[src/rtl/core/kpc_pkg.sv]
`timescale 1ns / 1ps

package kpc_pkg;

  // Field widths
  localparam int unsigned CODE_W  = 6;
  localparam int unsigned TIME_W  = 32;
  localparam int unsigned COUNT_W = 16;
  localparam int unsigned KEY_W   = 3;
  localparam int unsigned KIND_W  = 2;
  localparam int unsigned CFG_W   = 16;
  localparam int unsigned CFG_IDX_W = 2;

  // Key line codes (active low)
  localparam logic [CODE_W-1:0] NO_KEY    = 6'd63;
  localparam logic [CODE_W-1:0] CODE_KEY1 = 6'd55;
  localparam logic [CODE_W-1:0] CODE_KEY2 = 6'd47;
  localparam logic [CODE_W-1:0] CODE_KEY3 = 6'd31;
  localparam logic [CODE_W-1:0] CODE_KEY4 = 6'd59;
  localparam logic [CODE_W-1:0] CODE_KEY5 = 6'd61;
  localparam logic [CODE_W-1:0] CODE_KEY6 = 6'd62;

  localparam logic [KEY_W-1:0] UNMAPPED_KEY = 3'd0;

  localparam logic [COUNT_W-1:0] COUNT_MAX = 16'hFFFF;

  // Event kinds
  localparam logic [KIND_W-1:0] EV_NONE  = 2'd0;
  localparam logic [KIND_W-1:0] EV_SHORT = 2'd1;
  localparam logic [KIND_W-1:0] EV_LONG  = 2'd2;

  // Register indexes
  localparam logic [CFG_IDX_W-1:0] REG_LONG_PRESS = 2'd0;
  localparam logic [CFG_IDX_W-1:0] REG_SHORT_MIN  = 2'd1;
  localparam logic [CFG_IDX_W-1:0] REG_HOLDOFF    = 2'd2;

  // Register reset values
  localparam logic [CFG_W-1:0] LONG_PRESS_RST = 16'd100;
  localparam logic [CFG_W-1:0] SHORT_MIN_RST  = 16'd5;
  localparam logic [CFG_W-1:0] HOLDOFF_RST    = 16'd500;

  typedef struct packed {
    logic [CODE_W-1:0] raw_code;
    logic [TIME_W-1:0] now_ms;
  } kpc_in_t;

  typedef struct packed {
    logic [KIND_W-1:0] event_kind;
    logic [KEY_W-1:0]  key_number;
    logic              suppressed;
  } kpc_out_t;

  typedef struct packed {
    logic [CFG_W-1:0] long_press_ticks;
    logic [CFG_W-1:0] short_min_ticks;
    logic [CFG_W-1:0] holdoff_ms;
  } kpc_cfg_t;

  typedef struct packed {
    logic [CODE_W-1:0]  prev_sample;
    logic [CODE_W-1:0]  held_code;
    logic [COUNT_W-1:0] hold_count;
    logic [KEY_W-1:0]   mapped_key;
    logic [TIME_W-1:0]  last_event_time;
  } kpc_state_t;

  function automatic logic [KEY_W-1:0] map_code(input logic [CODE_W-1:0] code);
    logic [KEY_W-1:0] key;
    unique case (code)
      CODE_KEY1: key = 3'd1;
      CODE_KEY2: key = 3'd2;
      CODE_KEY3: key = 3'd3;
      CODE_KEY4: key = 3'd4;
      CODE_KEY5: key = 3'd5;
      CODE_KEY6: key = 3'd6;
      default:   key = UNMAPPED_KEY;
    endcase
    return key;
  endfunction

endpackage

[src/rtl/core/kpc_step.sv]
`timescale 1ns / 1ps

// One scan tick: next key state and the result beat.
module kpc_step (
  input  kpc_pkg::kpc_in_t    item,
  input  kpc_pkg::kpc_cfg_t   cfg,
  input  kpc_pkg::kpc_state_t st,
  output kpc_pkg::kpc_state_t st_nxt,
  output kpc_pkg::kpc_out_t   result
);

  logic [kpc_pkg::KIND_W-1:0] kind;
  logic [kpc_pkg::KEY_W-1:0]  key;
  logic [kpc_pkg::TIME_W-1:0] gap;
  logic                       stable;
  logic                       released;

  assign stable   = (item.raw_code == st.prev_sample);
  assign released = (item.raw_code == kpc_pkg::NO_KEY);
  assign gap      = item.now_ms - st.last_event_time;

  always_comb begin
    st_nxt = st;
    kind   = kpc_pkg::EV_NONE;
    key    = kpc_pkg::UNMAPPED_KEY;
    result = '0;

    if (!stable) begin
      st_nxt.prev_sample = item.raw_code;
    end else if (released) begin
      if (st.held_code != kpc_pkg::NO_KEY && st.hold_count < cfg.long_press_ticks) begin
        // early release clears the latch only past the short minimum; else it stays untouched
        if (st.hold_count > cfg.short_min_ticks) begin
          st_nxt.held_code  = kpc_pkg::NO_KEY;
          st_nxt.hold_count = '0;
          kind              = kpc_pkg::EV_SHORT;
          key               = st.mapped_key;
        end
      end else begin
        st_nxt.held_code  = kpc_pkg::NO_KEY;
        st_nxt.hold_count = '0;
      end
    end else if (item.raw_code == st.held_code) begin
      if (st.hold_count != kpc_pkg::COUNT_MAX) begin
        st_nxt.hold_count = st.hold_count + 16'd1;
        if (st.hold_count == cfg.long_press_ticks) begin
          kind = kpc_pkg::EV_LONG;
          key  = st.mapped_key;
        end
      end
    end else begin
      st_nxt.held_code  = item.raw_code;
      st_nxt.mapped_key = kpc_pkg::map_code(item.raw_code);
    end

    // Holdoff window: every real event moves the reference time
    if (key != kpc_pkg::UNMAPPED_KEY) begin
      st_nxt.last_event_time = item.now_ms;
      if (gap < {16'd0, cfg.holdoff_ms}) begin
        result.suppressed = 1'b1;
      end else begin
        result.event_kind = kind;
        result.key_number = key;
      end
    end
  end

endmodule

[src/rtl/core/key_press_classifier_core.sv]
`timescale 1ns / 1ps
// Path: an accepted input beat is held in the input register, then in the result register.
// Throughput: one input beat per cycle while the result register drains (out_ready);
//   the state update in the step logic between input register and result register sets that rate.
// Reset (rst_n low, synchronous): registers return to 100/5/500, key state to
//   no key with zero count and time, both pipeline stages empty.
module key_press_classifier_core (
  input  logic                                clk,
  input  logic                                rst_n,
  input  logic                                in_valid,
  output logic                                in_ready,
  input  kpc_pkg::kpc_in_t                    in_data,
  output logic                                out_valid,
  input  logic                                out_ready,
  output kpc_pkg::kpc_out_t                   out_data,
  input  logic                                cfg_we,
  input  logic [kpc_pkg::CFG_IDX_W-1:0]       cfg_index,
  input  logic [kpc_pkg::CFG_W-1:0]           cfg_wdata
);

  // Configuration registers
  kpc_pkg::kpc_cfg_t cfg_r, cfg_nxt;

  // Input stage
  kpc_pkg::kpc_in_t  in_r;
  logic              in_vld_r;

  // Key state carried from tick to tick
  kpc_pkg::kpc_state_t st_r, st_nxt;

  // Result stage
  kpc_pkg::kpc_out_t res_r, res_nxt;
  logic              res_vld_r;

  logic advance;  // input stage moves into the result stage this cycle
  logic accept;

  // Advance the input stage whenever the result register is empty or drains now.
  assign advance  = in_vld_r && (!res_vld_r || out_ready);
  assign in_ready = !in_vld_r || advance;
  assign accept   = in_valid && in_ready;

  assign out_valid = res_vld_r;
  assign out_data  = res_r;

  kpc_step u_step (
    .item   (in_r),
    .cfg    (cfg_r),
    .st     (st_r),
    .st_nxt (st_nxt),
    .result (res_nxt)
  );

  // Register writes; an index beyond the list is dropped.
  always_comb begin
    cfg_nxt = cfg_r;
    if (cfg_we) begin
      unique case (cfg_index)
        kpc_pkg::REG_LONG_PRESS: cfg_nxt.long_press_ticks = cfg_wdata;
        kpc_pkg::REG_SHORT_MIN:  cfg_nxt.short_min_ticks  = cfg_wdata;
        kpc_pkg::REG_HOLDOFF:    cfg_nxt.holdoff_ms       = cfg_wdata;
        default:                 cfg_nxt = cfg_r;
      endcase
    end
  end

  always_ff @(posedge clk) begin
    if (!rst_n) begin
      cfg_r.long_press_ticks <= kpc_pkg::LONG_PRESS_RST;
      cfg_r.short_min_ticks  <= kpc_pkg::SHORT_MIN_RST;
      cfg_r.holdoff_ms       <= kpc_pkg::HOLDOFF_RST;
      st_r.prev_sample       <= kpc_pkg::NO_KEY;
      st_r.held_code         <= kpc_pkg::NO_KEY;
      st_r.hold_count        <= '0;
      st_r.mapped_key        <= kpc_pkg::UNMAPPED_KEY;
      st_r.last_event_time   <= '0;
      in_vld_r               <= 1'b0;
      res_vld_r              <= 1'b0;
    end else begin
      cfg_r <= cfg_nxt;
      // Capture a new beat or drop the stage once it moved on
      if (accept) begin
        in_vld_r <= 1'b1;
      end else if (advance) begin
        in_vld_r <= 1'b0;
      end
      // Commit key state only with the tick that produces a result
      if (advance) begin
        st_r      <= st_nxt;
        res_vld_r <= 1'b1;
      end else if (out_ready) begin
        res_vld_r <= 1'b0;
      end
    end
  end

  // Payload registers, no reset
  always_ff @(posedge clk) begin
    if (accept) begin
      in_r <= in_data;
    end
    if (advance) begin
      res_r <= res_nxt;
    end
  end

endmodule
[config.mk]
export PLATFORM = sky130hd
export DESIGN_NAME = key_press_classifier_core
export DESIGN_NICKNAME = d
export VERILOG_FILES = /design/src/rtl/core/kpc_pkg.sv /design/src/rtl/core/kpc_step.sv /design/src/rtl/core/key_press_classifier_core.sv
export SDC_FILE = /design/constraint.sdc
export NUM_CORES = 1
export LEC_CHECK = 0
export BUFFER_PORTS_ARGS = -buffer_cell sky130_fd_sc_hd__buf_4
export CORE_MARGIN = 2
export CORE_UTILIZATION = 45
export CTS_BUF_LIST = sky130_fd_sc_hd__clkbuf_4
export DETAILED_ROUTE_END_ITERATION = 16
export PLACE_DENSITY = 0.61
export SYNTH_ARGS = -nofsm -noshare
export SYNTH_HDL_FRONTEND = slang
export SYNTH_SLANG_ARGS = --single-unit
[constraint.sdc]
create_clock -name clk -period 4.9 [get_ports clk]
set_input_delay 0.49 -clock clk [delete_from_list [all_inputs] [get_ports clk]]
set_output_delay 0.49 -clock clk [all_outputs]
set_load 0.01 [all_outputs]
==> results by group, run 1 <==
Status
  – Status: finished, final reports clean

Critical path
  – Crit path capture: out_data[2]
  – Worst reg-to-reg path cell count: 18
  – Worst EP required: about 5200 ps
  – Critical path class: flip-flop to flip-flop
  – Critical Path Source: in_r[0]
  – Worst-path fanout max: 6
  – Worst R2R Setup Slack: a little over 500 ps
  – Crit start category: flip-flop
  – Worst r2r src: in_r[0]
  – CP arrival: around 4700 ps
  – Crit. End Element: flip-flop
  – FF-to-FF End: out_data[2]

Clock tree
  – CTS buffer count: 17
  – H-tree depth: 4
  – Root Driver: clkbuf_4
  – # clock sinks: roughly 160
  – CTS clk-pin slew, worst paths: 160 ps
  – CTS tree: built
  – Clock Path Buffers: 2
  – Worst skew pair latency: approximately 580 ps

Global route
  – Vias in the first global route: approximately 7,900
  – GRT Total Usage: 20.3%
  – GRT overflow: 0
  – First-pass GRT wire length: 38.9 mm
  – Pin count of the biggest net entering global routing: 100
  – Initial antenna violation count: 1

Routing
  – Drt wl/cell: approximately 16 µm
  – Via Count: between 8,000 and 9,000
  – Via-per-instance ratio: 5.54
  – Drt drc: 0
  – Post-route ant nets: 0
  – Drt pass-1 iters: 5
  – Initial DRC Count: ~420
  – Final WL: about 23 mm

Timing
  – Final worst-path cycle share: between 80 and 90%
  – Crit path time final: between 4000 and 5000 ps
  – Worst-margin pin slew: roughly 1000 ps
  – F_max: 0.228 GHz
  – Final setup vio count: 0
  – Hold Fails Final Rpt: 0
  – RSZ-0062 raised after global routing: false
  – Setup Skew: roughly 23 ps
  – Fin Setup TNS: 0 ps
  – Final Max Tran Viols: 0
  – Worst rel slew slack: between 20 and 30%

Layout
  – Cell area after layout: approximately 11,000 µm²
  – Nets@finish: 1,320
  – Area Growth Syn to Fin: 10.2%
  – Layout cells sized above 1: between 10% and 20%
  – Fill cells: 2,115

Floorplan
  – Core ar.: approximately 22,000 µm²
  – Die area: around 23,000 µm²
  – Rows: 54
  – IO Count: 69
  – Die height: between 150 and 200 µm
  – Starting Density: a little under half
  – Die X: between 150 and 200 µm

Pwr
  – Leakage: ~4.1 nW
  – Overall power: roughly 0.0028 W
  – Worst vdd ir: roughly 0.18 mV
  – Power Density: between 200 and 300 nW/µm²

Synth
  – Syn Nets: about 1,300
  – Dominant cell type by area after synthesis: dfxtp_1
  – Dominant cells by area after synthesis: dfxtp_1 (23%), edfxtp_1 (13%), ha_1 (10%), nand2_1 (7.9%), mux2i_1 (4.2%)
  – Synth Instances: about 1,100
  – Mapped Avg Cell Area: ~8.6 µm²
  – Post-synth top area share: a little under a quarter
  – Mapped cell area: approximately 10000 µm²
  – Ys flop type: dfxtp_1
  – Asr flop ratio synth: 0%
  – FF+latch count, synth: 157
  – Seq/Total Area, Yosys: approximately 36%
  – Count of flip-flops with a built-in enable after synthesis: 44
  – Count of unique library cells instantiated by Yosys: 80
  – Yosys warns: 0

Run
  – Max Cap Viol: 0

Worst hold path
  – Worst min path class: primary input to flip-flop

Placed design
  – Routability congestion estimate: 0.860
  – Post-DP HPWL: around 17 mm
  – Placed cell area: approximately 10,000 µm²
  – Input/output buffers: 68
per-layer routing:
layer / wire length [µm] / GRT usage, % / vias up / share of wire [%]
li1: - / - / 4149 / -
met1: 10800 / 26.1 / 3864 / 47
met2: 11300 / 35.5 / 128 / 49
met3: 720 / 3.51 / 23 / 3.1
met4: 303 / 5.03 / 0 / 1.3
met5: 0 / 0 / - / 0
cell type report:
type                       count  area, µm²  area share (%)
clock buffer                  17        128            1.18
inverter                      90        338            3.11
clock inverter                15        226            2.09
antenna                        2       5.00          0.0461
timing repair buffer          76        571            5.26
sequential                   157       3580            33.0
tap                          280        350            3.23
multi-input combinational    837       5650            52.0
flip-flops by register name, indices dropped and copies added, names as in the netlist:
register	count
st_r	63
cfg_r	48
in_r	38
out_data	6
in_vld_r	1
out_valid	1
power breakdown:
part | leakage (nW) | internal, W | switching, W
registers | 1.35 | 0.00138 | 0.0000262
clock network | 0.186 | 0.000426 | 0.000538
logic | 2.54 | 0.000165 | 0.000233
logic make-up after synthesis:
| group | synth area share (%) |
|---|---|
| xor gates and xnor gates | 3.03 |
| DFF | 36.4 |
| and+or+nand+nor | 18.8 |
| buffers and inverters | 6.60 |
| adders and majority gates | 10.2 |
| muxes | 4.17 |
| AOI/OAI and AO/OA | 20.7 |
critical path, stage by stage, from the launching register on:
cell	delay, ps
edfxtp_1	370
inv_1	50
ha_1	210
fa_1	400
nor2b_1	170
o2111ai_1	230
a21oi_2	260
nor2_1	90
nor2_1	110
nor2_1	60
xnor2_1	140
ha_1	290
nor2b_1	130
o21ai_0	150
o221ai_1	120
or4b_1	520
a2111o_1	440
nor4_4	260
a31oi_1	130
timing repair:
action	4_1_cts	5_1_grt
gates resized for setup	0	2
hold buffers	0	0
buffers inserted	0	0
endpoints found under the setup margin	0	6
Yosys cell counts, drive strengths merged, types with 17 or more instances:
library cell    n
a21boi         43
o211ai         49
xnor2          21
inv            90
nand4          24
buf            17
a21o           19
nor2           41
nand2         207
nor3           21
nor2b          17
ha             79
a21oi          64
mux2i          41
edfxtp         44
nand3          21
clkbuf         46
dfxtp         113
o21a           17
o21ai          34
stage by stage:
step | worst slack [ps] | cells | util [%] | hold slack [ps]
2_1_floorplan | 696 | 1147 | - | 435
3_3_place_gp | 328 | 1440 | 48.4 | 443
3_5_place_dp | 215 | 1440 | 48.4 | 449
4_1_cts | 200 | 1472 | 50.1 | 31.3
5_1_grt | 94.4 | 1474 | 50.2 | 23.0
6_report | 506 | 1474 | 50.2 | 72.3
worst min path at each step:
| stage | start | endpoint | cells after the start |
|---|---|---|---|
| floorplan | st_r[10] | st_r[10] | 2 |
| global route | in_data[37] | in_r[37] | 1 |
| global placement | st_r[8] | st_r[8] | 2 |
| CTS | in_data[37] | in_r[37] | 1 |
| detailed placement | st_r[20] | st_r[20] | 2 |
| finish | in_data[14] | in_r[14] | 1 |
cells in the final DEF (no fill, tap or decap), types with 41 or more instances in the layout:
| master | count |
|---|---|
| a21boi_0 | 43 |
| nor2_1 | 41 |
| ha_1 | 79 |
| dfxtp_1 | 113 |
| edfxtp_1 | 44 |
| o211ai_1 | 49 |
| buf_4 | 76 |
| a21oi_1 | 57 |
| mux2i_1 | 41 |
| inv_1 | 90 |
| nand2_1 | 206 |
No activity file was read; power rests on OpenSTA's default activity.
==> run 2, diff against run 1 <==
--- a/config.mk
+++ b/config.mk
@@ -10,7 +10,7 @@
 export CORE_UTILIZATION = 45
 export CTS_BUF_LIST = sky130_fd_sc_hd__clkbuf_4
 export DETAILED_ROUTE_END_ITERATION = 16
-export PLACE_DENSITY = 0.61
+export PLACE_DENSITY = 0.7
 export SYNTH_ARGS = -nofsm -noshare
 export SYNTH_HDL_FRONTEND = slang
 export SYNTH_SLANG_ARGS = --single-unit
==> run 2 against run 1 <==
Against the previous run: combinational power is essentially flat; critical path depth unchanged; register-to-register slack got worse by 95 ps; clock-buffer cell count stayed put; via count grew 1.1%; largest cell class unchanged; clock skew grew 1.2 ps; final cell count unchanged; setup slack worse by 95 ps; routed wire length fell by 1.0%; non-clock buffer count is 1 higher.
==> results by group, run 2 (same netlist as run 1, synthesis figures left out) <==
Critical path
  – Worst EP required: 5210 ps
  – Buffers and inverters on the worst path: 1
  – Most used cell, CP: nor2_1
  – Number of cells on the critical path: 18
  – Worst-path fanout max: 6
  – Crit path max-delay family: simple AND/OR/NAND/NOR gates
  – CP max-delay cell: or4b_1
  – Crit path cell chain: inv_1 > ha_1 > fa_1 > nor2b_1 > o2111ai_1 > a21oi_2 > nor2_1 > nor2_1 > nor2_1 > xnor2_1 > ha_1 > nor2b_1 > o21ai_0 > o221ai_1 > or4b_1 > a2111o_1 > nor4_4 > a31oi_1
  – CP arrival: 4800 ps
  – Max stage delay on crit path: approximately 520 ps
  – Worst reg-to-reg path cell count: 18
  – Crit. End Element: flip-flop
  – Critical path class: flip-flop to flip-flop
  – Crit start category: flip-flop

Placed design
  – Input/output buffers: 68
  – Routability congestion estimate: approximately 0.90
  – Post-DP HPWL: about 17 mm
  – Placement Setup Slack: 140 ps

Timing
  – Final setup vio count: 0
  – Setup Skew: ~24 ps
  – Hold Fails Final Rpt: 0
  – Final worst-path cycle share: around nine tenths
  – Final Max Tran Viols: 0
  – Final setup margin: a little over 400 ps
  – Worst rel slew slack: 39.1%
  – Worst-margin pin slew: 914 ps
  – Crit path time final: around 4500 ps
  – Fin Setup TNS: 0 ps
  – RSZ-0062 raised after global routing: false
  – F_max: around 0.22 GHz
  – Hold_ws: approximately 85 ps

Floorplan
  – Die height: about 150 µm
  – Die X: around 150 µm
  – Starting Density: approximately 46%
  – Die area: around 23,000 µm²
  – Core ar.: between 20,000 and 25,000 µm²
  – IO Count: 69
  – Rows: 54

Clock tree
  – H-tree depth: 4
  – # clock sinks: roughly 160
  – Clock Path Buffers: 2
  – Root Driver: clkbuf_4
  – Post-CTS Hold Buffers: 0
  – CTS tree: built
  – Post-CTS setup buffers: 0
  – CTS buffer count: 17
  – Worst skew pair latency: between 500 and 600 ps
  – CTS clk-pin slew, worst paths: 140 ps

Layout
  – Final core utilization: 49.8%
  – Layout cells sized above 1: 11.4%
  – Most common cell after layout, fill and taps aside: nand2_1
  – Largest registers: st_r: 63 flops, cfg_r: 48 flops, in_r: 38 flops
  – Max FFs per register: 63
  – Commonest non-fill, non-tap cells in the layout: nand2_1 (206), dfxtp_1 (113), inv_1 (90)
  – Fill cells: between 2,000 and 2,500
  – Area Growth Syn to Fin: 9.28%
  – Nets@finish: ~1,300
  – Reg with most FFs: st_r

Global route
  – First-pass GRT wire length: slightly below 40 mm
  – Vias in the first global route: a little under 8,000
  – GRT overflow: 0
  – GRT Total Usage: 20.1%
  – Initial antenna violation count: 1
  – Pin count of the biggest net entering global routing: 82

Routing
  – Post-route ant nets: 0
  – Via Count: approximately 8,300
  – Final WL: ~23 mm
  – Drt pass-1 iters: 5
  – Initial DRC Count: about 480
  – Drt drc: 0
  – Drt wl/cell: roughly 16 µm
  – Via-per-instance ratio: 5.60

Worst hold path
  – Worst hold stages: 1
  – Worst min path class: primary input to flip-flop

Pwr
  – Worst vdd ir: approximately 0.14 mV
  – Leakage: between 4 and 5 nW
  – Overall power: roughly 0.0026 W
  – Power Density: between 200 and 250 nW/µm²

Status
  – Status: finished, final reports clean

Run
  – Max Cap Viol: 0
run 2: cell count changes in the layout (fill, tap and decap cells not counted), moves of 2 or more:
cell       delta
inv_8         -3
bufinv_16     -2
clkinv_1      +4
clkinv_2      +2
run 2: report_power, final:
part | total, W | internal (W) | leakage [nW] | switching, W
sequential | 0.00140 | 0.00138 | 1.35 | 0.0000268
combinational | 0.000399 | 0.000165 | 2.54 | 0.000234
clock | 0.000785 | 0.000301 | 0.151 | 0.000484
total | 0.00259 | 0.00184 | 4.03 | 0.000745
run 2: what timing repair did:
item                                    CTS  global route
endpoints found under the hold margin     0             0
resized for setup                         0             2
endpoints found under the setup margin    0             6
run 2: worst register-to-register path: stages, from the launching register on:
cell       delay, ps
edfxtp_1         370
inv_1             50
ha_1             210
fa_1             410
nor2b_1          180
o2111ai_1        240
a21oi_2          250
nor2_1            90
nor2_1           120
nor2_1            60
xnor2_1          190
ha_1             270
nor2b_1          130
o21ai_0          160
o221ai_1         120
or4b_1           520
a2111o_1         430
nor4_4           290
a31oi_1          150
run 2: routing by layer:
layer	wire [µm]	global-route usage, %	vias up
met4	406	5.52	0
met5	0	0	-
met1	10500	26.1	3882
li1	-	-	4163
met3	911	3.85	29
met2	11100	34.1	181
run 2: worst paths after layout:
check / startpoint / end / slack [ps]
min reg2reg: st_r[23] / st_r[23] / 460
min: in_data[29] / in_r[29] / 90
max reg2reg: in_r[0] / out_data[4] / 410
max: in_r[0] / out_data[4] / 410
run 2: through the flow:
step | cells | instance area [µm²]
2_1_floorplan | 1147 | 9840
3_3_place_gp | 1441 | 10500
3_5_place_dp | 1441 | 10500
4_1_cts | 1473 | 10700
5_1_grt | 1474 | 10800
6_report | 1474 | 10800
run 2: final cells by class:
type | count | area [µm²] | share of cell area (%)
antenna | 1 | 2.50 | 0.0233
multi-input combinational | 837 | 5630 | 52.4
clock inverter | 15 | 143 | 1.33
inverter | 90 | 338 | 3.14
tap | 280 | 350 | 3.26
sequential | 157 | 3580 | 33.3
clock buffer | 17 | 128 | 1.19
timing repair buffer | 77 | 578 | 5.37
